### src/hw/rtl/olt_pkg.sv
`timescale 1ns / 1ps
// ----------------------------------------------------------------------------
// olt_pkg
// shared widths, codes and types of the ordered list table engine
// ----------------------------------------------------------------------------
package olt_pkg;

  localparam int CAPACITY_DEF = 64;

  localparam int OP_W  = 3;
  localparam int POS_W = 7;
  localparam int VAL_W = 32;
  localparam int ST_W  = 2;

  localparam logic [OP_W-1:0] OP_INSERT     = 3'd0;
  localparam logic [OP_W-1:0] OP_REMOVE     = 3'd1;
  localparam logic [OP_W-1:0] OP_GET        = 3'd2;
  localparam logic [OP_W-1:0] OP_FIND_FIRST = 3'd3;
  localparam logic [OP_W-1:0] OP_FIND_LAST  = 3'd4;

  localparam logic [ST_W-1:0] ST_OK        = 2'd0;
  localparam logic [ST_W-1:0] ST_BAD_POS   = 2'd1;
  localparam logic [ST_W-1:0] ST_FULL      = 2'd2;
  localparam logic [ST_W-1:0] ST_NOT_FOUND = 2'd3;

  // what a scan token looks for as it walks the chain
  typedef enum logic [1:0] {
    SM_GET,
    SM_FIRST,
    SM_LAST
  } scan_mode_t;

  // shift command broadcast to every cell
  typedef struct packed {
    logic ins;
    logic rem;
  } upd_t;

  // control part of the scan token handed from cell to cell
  typedef struct packed {
    logic valid;
    logic hit;
  } tok_t;

endpackage

### src/hw/rtl/olt_cell.sv
`timescale 1ns / 1ps
// ----------------------------------------------------------------------------
// olt_cell
// one list slot: holds an entry, shifts with its neighbors, and checks the
// passing scan token against its entry
// ----------------------------------------------------------------------------
module olt_cell #(
  parameter int  CAPACITY = olt_pkg::CAPACITY_DEF,
  parameter int  IDX      = 0,
  localparam int CW       = $clog2(CAPACITY + 1),
  localparam int PW       = (CW > olt_pkg::POS_W) ? CW : olt_pkg::POS_W
) (
  input  logic                              clk,
  input  logic                              rst_n,
  input  olt_pkg::upd_t                     upd,
  input  logic        [PW-1:0]              upd_idx,
  input  logic signed [olt_pkg::VAL_W-1:0]  upd_val,
  input  logic signed [olt_pkg::VAL_W-1:0]  prev_entry,
  input  logic signed [olt_pkg::VAL_W-1:0]  next_entry,
  input  logic        [CW-1:0]              count,
  input  olt_pkg::scan_mode_t               scan_mode,
  input  logic        [PW-1:0]              scan_idx,
  input  logic signed [olt_pkg::VAL_W-1:0]  scan_val,
  input  olt_pkg::tok_t                     tok_in,
  input  logic        [CW-1:0]              tok_in_pos,
  input  logic signed [olt_pkg::VAL_W-1:0]  tok_in_data,
  output logic signed [olt_pkg::VAL_W-1:0]  entry,
  output olt_pkg::tok_t                     tok_out,
  output logic        [CW-1:0]              tok_out_pos,
  output logic signed [olt_pkg::VAL_W-1:0]  tok_out_data
);
  import olt_pkg::*;

  localparam logic [PW-1:0] IDX_P  = PW'(IDX);
  localparam logic [CW-1:0] IDX_C  = CW'(IDX);
  localparam logic [CW-1:0] IDX_C1 = CW'(IDX + 1);

  logic signed [VAL_W-1:0] entry_r, entry_nxt;
  tok_t                    tok_r, tok_nxt;
  logic [CW-1:0]           tok_pos_r, tok_pos_nxt;
  logic signed [VAL_W-1:0] tok_data_r, tok_data_nxt;
  logic                    occupied;
  logic                    match;
  logic                    take;

  // shift up on insert, down on remove
  always_comb begin
    entry_nxt = entry_r;
    if (upd.ins) begin
      if (IDX_P == upd_idx) begin
        entry_nxt = upd_val;
      end else if (IDX_P > upd_idx) begin
        entry_nxt = prev_entry;
      end
    end else if (upd.rem) begin
      if (IDX_P >= upd_idx) begin
        entry_nxt = next_entry;
      end
    end
  end

  assign occupied = (IDX_C < count);
  assign match    = occupied && ((scan_mode == SM_GET) ? (IDX_P == scan_idx)
                                                       : (entry_r == scan_val));
  // first hit sticks, except a find-last lets later hits win
  assign take     = tok_in.valid && match && (!tok_in.hit || scan_mode == SM_LAST);

  always_comb begin
    tok_nxt      = tok_in;
    tok_pos_nxt  = tok_in_pos;
    tok_data_nxt = tok_in_data;
    if (take) begin
      tok_nxt.hit  = 1'b1;
      tok_pos_nxt  = IDX_C1;
      tok_data_nxt = (scan_mode == SM_GET) ? entry_r : '0;
    end
  end

  always_ff @(posedge clk) begin
    if (!rst_n) begin
      tok_r <= '0;
    end else begin
      tok_r <= tok_nxt;
    end
  end

  always_ff @(posedge clk) begin
    entry_r    <= entry_nxt;
    tok_pos_r  <= tok_pos_nxt;
    tok_data_r <= tok_data_nxt;
  end

  assign entry        = entry_r;
  assign tok_out      = tok_r;
  assign tok_out_pos  = tok_pos_r;
  assign tok_out_data = tok_data_r;

endmodule
### config.mk
export PLATFORM = sky130hd
export DESIGN_NAME = olt_cell
export DESIGN_NICKNAME = d
export VERILOG_FILES = /design/src/hw/rtl/olt_pkg.sv /design/src/hw/rtl/olt_cell.sv
export SDC_FILE = /design/constraint.sdc
export NUM_CORES = 1
export LEC_CHECK = 0
export BUFFER_PORTS_ARGS = -buffer_cell sky130_fd_sc_hd__buf_2
export CORE_MARGIN = 5
export CORE_UTILIZATION = 36
export DETAILED_ROUTE_END_ITERATION = 10
export PLACE_DENSITY = 0.71
export SLEW_MARGIN = 20
export SYNTH_ARGS = -nofsm -noshare
export SYNTH_HDL_FRONTEND = slang
export SYNTH_SLANG_ARGS = --single-unit
### constraint.sdc
create_clock -name clk -period 8.41 [get_ports clk]
set_input_delay 0.841 -clock clk [delete_from_list [all_inputs] [get_ports clk]]
set_output_delay 0.841 -clock clk [all_outputs]
set_load 0.02 [all_outputs]
==> results.json, run 1 <==
{
  "arrival_ns": 3.40,
  "drive_above_1_share_pct": 48.87,
  "ys_warn_count": 0,
  "row_count": 36,
  "dp.cells": 739,
  "cts_made_buffers": 9,
  "grt_pass1_wl_mm": 17.74,
  "ys.flop_type": "dfxtp_1",
  "cap_violations": 0,
  "r2r_slack_ns": 5.26,
  "rsz0062_at_grt": "no",
  "routabilityCongestion": 0.8707,
  "syn-num-nets": 551,
  "r2r-start": "entry[15]$_DFFE_PP_",
  "coreArea_um2": 9774,
  "leakage_nw": 2.769,
  "yosysTopAreaCell": "edfxtp_1",
  "die-area_um2": 12080,
  "fin_crit_sh_pct": 38.26,
  "routed_wl_mm": 12.41,
  "vias_per_cell": 4.668,
  "post_drt_wl_per_cell_um": 16.44,
  "synth.distinct_cells": 28,
  "fp.dieH_um": 109.9,
  "end_kind": "flop",
  "post_cts_resize_count": 0,
  "finClkSkew_ns": 0.01299,
  "crit_required_ns": 8.59,
  "synth_commonest_cells": "dfxtp_1, nor2_1, nand2_1",
  "clk_latency_ns": 0.34,
  "drtIter0Drc": 141,
  "rr_worst_depth": 6,
  "worstSetupStartpointType": "input pin",
  "track_usage_pct": 19.67,
  "synth_edf_count": 32,
  "fmax_ghz": 0.3108,
  "ys_async_sr_fraction_pct": 0,
  "hold_buffers": 0,
  "drc": 0,
  "ir_drop_v": 0.00006793,
  "cts_buffer_depth": 2,
  "finalNonFillerCells": 755,
  "p_per_area_nw_per_um2": 151.0,
  "clkSinkCount": 73,
  "hpwl_mm": 10.12,
  "tightest_slew_ns": 0.9933,
  "synth.area.top_cells": "edfxtp_1, dfxtp_1, mux2i_1, xor2_1, o31ai_1",
  "criticalPathCategory": "in2reg",
  "finalHoldViolCount": 0,
  "outcome": "finished, final reports clean",
  "cts.htree.levels": 3,
  "diodes": 0,
  "synth_top_area_share_pct": 26.73,
  "cts_setup_buffers": 0,
  "cts.reportedPaths.clkPinSlew_ns": 0.08,
  "io_buffer_count": 268,
  "path_max_fanout": 23,
  "nets": 813,
  "holdPathStages": 2,
  "root_buffer": "clkbuf_8",
  "syn_inst": 355,
  "slew_headroom_pct": 33.55,
  "register_area_um2": 1782,
  "io_pins": 269,
  "yosys_register_bits": 73,
  "final_max_slew_viol_count": 0,
  "finalSetupTns_ns": 0,
  "grt_max_degree": 72,
  "grt_pass1_vias": 3457,
  "setup_violations": 0,
  "min_to": "tok_out_data[9]$_DFF_P_",
  "min_path_type": "reg2reg",
  "fillers": 945,
  "cts_tree": "done",
  "vias": 3524,
  "synth-seq-area-share_pct": 49.56,
  "fp.dieW_um": 109.9,
  "hp-start": "entry[9]$_DFFE_PP_",
  "area_delta_synth_final_pct": 46.68,
  "synth_most_common_cell": "dfxtp_1",
  "antenna_found_initial": 0,
  "grt-ovfl-total": 0,
  "drt-pass1-iter-count": 4,
  "rr_endpoint": "tok_out_data[21]$_DFF_P_",
  "start_util_pct": 36.78,
  "period_minus_slack_ns": 3.218,
  "synth_area_um2": 3595,
  "syn_avg_cell_area_um2": 10.13,
  "antenna_left": 0,
  "multi_input_area_um2": 1620
}
-- through the flow --
step	util [%]	setup WS, ns	total power, mW	hold WS, ns	instance area [um2]
global placement	51.77	4.951	0.5115	0.5051	5060
detailed placement	51.77	4.848	0.5143	0.5275	5060
CTS	53.94	5.212	0.8059	0.5275	5273
finish	53.94	5.192	0.7962	0.5379	5273
global route	53.94	5.053	0.8378	0.5514	5273
floorplan	-	4.967	0.4469	0.6282	3595
-- cell families (layout without fill, tap and decap cells) --
| kind of cell | count (synthesis) | after routing | share of synthesized area, % |
|---|---|---|---|
| mux | 32 | 32 | 8.911 |
| compound gates | 70 | 70 | 14.62 |
| buf+inv | 53 | 320 | 6.091 |
| flops | 73 | 73 | 49.56 |
| xor+xnor | 32 | 32 | 7.797 |
| simple gates | 95 | 95 | 13.02 |
-- layout by cell type, fill, tap and decap left out, types with 2 or more instances in the layout --
| cell | instances |
|---|---|
| nor3b_2 | 6 |
| nor3_1 | 2 |
| edfxtp_1 | 32 |
| xor2_1 | 32 |
| o31ai_4 | 4 |
| buf_4 | 4 |
| nor4_1 | 10 |
| mux2i_1 | 32 |
| inv_1 | 32 |
| a21oi_1 | 33 |
| inv_4 | 2 |
| nand2_1 | 33 |
| nor2_1 | 35 |
| o31ai_1 | 28 |
| buf_2 | 268 |
| nand4_1 | 2 |
| dfxtp_1 | 41 |
| clkbuf_8 | 12 |
-- worst max-delay path, stage by stage --
cell and delay (ns):
buf_2 0.10, xor2_1 0.15, nor4_1 0.51, nand4_1 0.28
a2111oi_4 0.90, buf_4 0.48, o31ai_1 0.12
-- layer usage --
layer / track usage, % / wire length, um / up-vias
met5: 0 / 0 / -
met4: 6.055 / 207 / 0
met3: 5.402 / 907 / 18
met2: 33.93 / 6484 / 154
met1: 23.73 / 4815 / 1596
li1: - / - / 1756
-- final cells by class --
cell class / count / area share [%]
Tap cell: 133 / 3.156
Inverter: 32 / 2.278
Clock inverter: 4 / 0.9018
Clock buffer: 12 / 3.132
Timing Repair Buffer: 272 / 26.01
Multi-Input combinational cell: 229 / 30.73
Sequential cell: 73 / 33.79
-- worst max path at each step --
| stage | start | to | slack [ns] |
|---|---|---|---|
| floorplan | upd_idx[5] | entry[0]$_DFFE_PP_ | 4.97 |
| global placement | scan_val[15] | tok_out_data[26]$_DFF_P_ | 4.95 |
| detailed placement | scan_val[15] | tok_out_data[21]$_DFF_P_ | 4.85 |
| CTS | scan_val[15] | tok_out_data[21]$_DFF_P_ | 5.21 |
| global route | scan_val[15] | tok_out_data[18]$_DFF_P_ | 5.05 |
| finish | scan_val[15] | tok_out_data[21]$_DFF_P_ | 5.19 |
-- registers in the layout, indices dropped and copies added, names as in the netlist --
signal / count
entry: 32
tok_out: 2
tok_out_data: 32
tok_out_pos: 7
-- where the power goes --
group / total [mW] / internal [mW] / switching, mW / leakage, nW
clock: 0.291 / 0.161 / 0.129 / 0.113
sequential: 0.386 / 0.382 / 0.00385 / 0.644
combinational: 0.119 / 0.0619 / 0.0575 / 2.01
Power figures use the tool's default switching activity.
==> run 2: changes to the inputs <==
ABC_AREA = 1   (was not set)
PLACE_DENSITY = 0.73   (was 0.71)
clock period = 2.6 ns   (was 8.41 ns; I/O delays follow)
==> run 2 against run 1 <==
- non-clock buffer count increased by 7
- via count increased by 18%
- combinational power increased to 3.8 times the previous value
- die area increased by 4.3%
- first-iteration DRC count decreased by 0.71%
- register-to-register slack got worse by 4.6 ns
- sequential share of layout area decreased by 1.2 points
- routed wire length increased by 4.2%
- setup slack got worse by 4.5 ns
- critical endpoint unchanged
- largest cell class unchanged
- largest power group unchanged
==> results.json, run 2 <==
{
  "outcome": "finished, final reports clean",
  "arrival_ns": 2.17,
  "drt-pass1-iter-count": 4,
  "cap_violations": 0,
  "cts_tree": "done",
  "routed_wl_mm": 12.93,
  "finalNonFillerCells": 916,
  "synth_commonest_cells": "nand2_1, nor2_1, a21oi_1",
  "period_minus_slack_ns": 1.945,
  "path_max_fanout": 39,
  "crit_required_ns": 2.83,
  "setup_violations": 0,
  "fp.dieH_um": 112.3,
  "min_path_type": "in2reg",
  "ys_warn_count": 0,
  "antenna_left": 0,
  "dp.cells": 898,
  "ys.flop_type": "dfxtp_1",
  "die-area_um2": 12610,
  "hold_buffers": 0,
  "track_usage_pct": 19.70,
  "clkSinkCount": 73,
  "row_count": 37,
  "total_power_mw": 2.608,
  "hp-start": "tok_in_pos[1]",
  "syn_avg_cell_area_um2": 7.341,
  "r2r-start": "entry[7]$_DFFE_PP_",
  "grt-ovfl-total": 0,
  "start_util_pct": 36.64,
  "fmax_ghz": 0.5143,
  "endpoint": "tok_out_data[21]$_DFF_P_",
  "post_drt_wl_per_cell_um": 14.12,
  "syn_inst": 513,
  "antenna_found_initial": 2,
  "fp.dieW_um": 112.3,
  "finClkSkew_ns": 0.01477,
  "fillers": 1070,
  "slew_headroom_pct": 34.49,
  "worstSetupStartpointType": "flop",
  "synth_edf_count": 32,
  "cpMaxStageDelayCell": "edfxtp_1",
  "grt_max_degree": 40,
  "cpMostUsedCell": "nand2_1",
  "routabilityCongestion": 0.8929,
  "cts.htree.levels": 3,
  "rr_worst_depth": 11,
  "vias_per_cell": 4.527,
  "final_max_slew_viol_count": 0,
  "drc": 0,
  "fin_crit_sh_pct": 74.79,
  "worstSetupStartpoint": "entry[7]$_DFFE_PP_",
  "yosysTopAreaCell": "edfxtp_1",
  "r2r_slack_ns": 0.66,
  "grt_pass1_wl_mm": 20.15,
  "synth.area.top_cells": "edfxtp_1, dfxtp_1, nand2_1, a21oi_1, nor2_1",
  "final_common_cell": "buf_2",
  "cts_made_buffers": 9,
  "coreArea_um2": 10280,
  "clk_latency_ns": 0.34,
  "synth-seq-area-share_pct": 47.31,
  "hpwl_mm": 10.51,
  "drtIter0Drc": 140,
  "nets": 969,
  "rsz0062_at_grt": "no",
  "p_per_area_nw_per_um2": 477.7,
  "synth_top_area_share_pct": 25.51,
  "ir_drop_v": 0.0003011,
  "syn-num-nets": 709,
  "finalSetupTns_ns": 0,
  "synth_area_um2": 3766,
  "cts_buffer_depth": 2,
  "cts.reportedPaths.clkPinSlew_ns": 0.08,
  "root_buffer": "clkbuf_8",
  "final_cell_mix": "buf_2, nand2_1, nor2_1, a21oi_1, inv_1",
  "finalHoldViolCount": 0,
  "area_delta_synth_final_pct": 44.95,
  "synth.distinct_cells": 24,
  "post-route-util_pct": 53.12,
  "io_buffer_count": 268,
  "end_kind": "flop",
  "vias": 4147,
  "cts_setup_buffers": 0,
  "crit_path_cell_trace": "xnor2_1 > nand2_1 > nor2_1 > nand2_1 > nor2_1 > nand2_1 > nand2_2 > nand3_1 > buf_4 > nand2_1 > nand2_1",
  "yosys_register_bits": 73,
  "drive_above_1_share_pct": 38.69,
  "io_pins": 269,
  "criticalPathCategory": "reg2reg",
  "ys_async_sr_fraction_pct": 0,
  "synth_most_common_cell": "nand2_1",
  "rr_endpoint": "tok_out_data[21]$_DFF_P_",
  "tightest_slew_ns": 0.9816,
  "max_stage_delay_ns": 0.51,
  "leakage_nw": 2.831,
  "grt_pass1_vias": 4083,
  "post_cts_resize_count": 0
}
## run 2: routing by layer
layer  GRT usage (%)  share of wire [%]  vias up
met5               0                  0        -
met4           5.929                1.4        0
met3           4.367                6.4       15
met2           33.89                 51      140
met1           24.70                 42     1829
li1                -                  -     2163
## run 2: worst min-delay path by stage
stage | slack, ns | cells after the start | to
after CTS | 0.08 | 3 | tok_out_pos[2]$_SDFF_PP0_
after global routing | 0.09 | 3 | tok_out_pos[1]$_SDFF_PP0_
after floorplan | 0.35 | 2 | tok_out_pos[0]$_SDFF_PP1_
final | 0.10 | 3 | tok_out_pos[1]$_SDFF_PP0_
after global placement | 0.44 | 3 | tok_out_pos[6]$_SDFF_PP0_
after detailed placement | 0.45 | 3 | tok_out_pos[2]$_SDFF_PP0_
## run 2: logic make-up (layout without fill, tap and decap cells)
| group | after synthesis | after routing | synth area share, % |
|---|---|---|---|
| compound gates | 68 | 68 | 9.103 |
| other cells | 0 | 2 | 0 |
| xor+xnor | 26 | 26 | 6.047 |
| flops | 73 | 73 | 47.31 |
| simple gates | 266 | 266 | 29.14 |
| buf+inv | 80 | 345 | 8.405 |
## run 2: power by group
group          switching, mW  internal [mW]  total (mW)
Clock                  0.429          0.472       0.901
Combinational          0.245          0.205       0.451
Sequential            0.0126           1.24        1.26
Total                  0.687           1.92        2.61
## run 2: layout make-up
type / count / area (um2) / share of cell area [%]
Sequential cell: 73 / 1782 / 32.64
Multi-Input combinational cell: 360 / 1674 / 30.67
Timing Repair Buffer: 279 / 1436 / 26.31
Inverter: 50 / 187.7 / 3.438
Tap cell: 136 / 170.2 / 3.117
Clock buffer: 10 / 137.6 / 2.521
Clock inverter: 6 / 66.31 / 1.215
Antenna cell: 2 / 5.005 / 0.09168
## run 2: metrics by stage
stage | hold WS (ns) | worst slack (ns) | cell area, um2
2_1_floorplan | 0.3519 | 0.4897 | 3769
3_3_place_gp | 0.4427 | 0.6722 | 5250
3_5_place_dp | 0.4460 | 0.6248 | 5250
4_1_cts | 0.07726 | 0.6249 | 5454
5_1_grt | 0.08775 | 0.4354 | 5459
6_report | 0.1002 | 0.6555 | 5459
## run 2: worst max-delay path: cells and delay by family, from the launching register on
family,cells,cell delay (ns)
buffers and inverters,1,0.27
and+or+nand+nor,9,0.88
DFF,1,0.51
xor gates and xnor gates,1,0.18
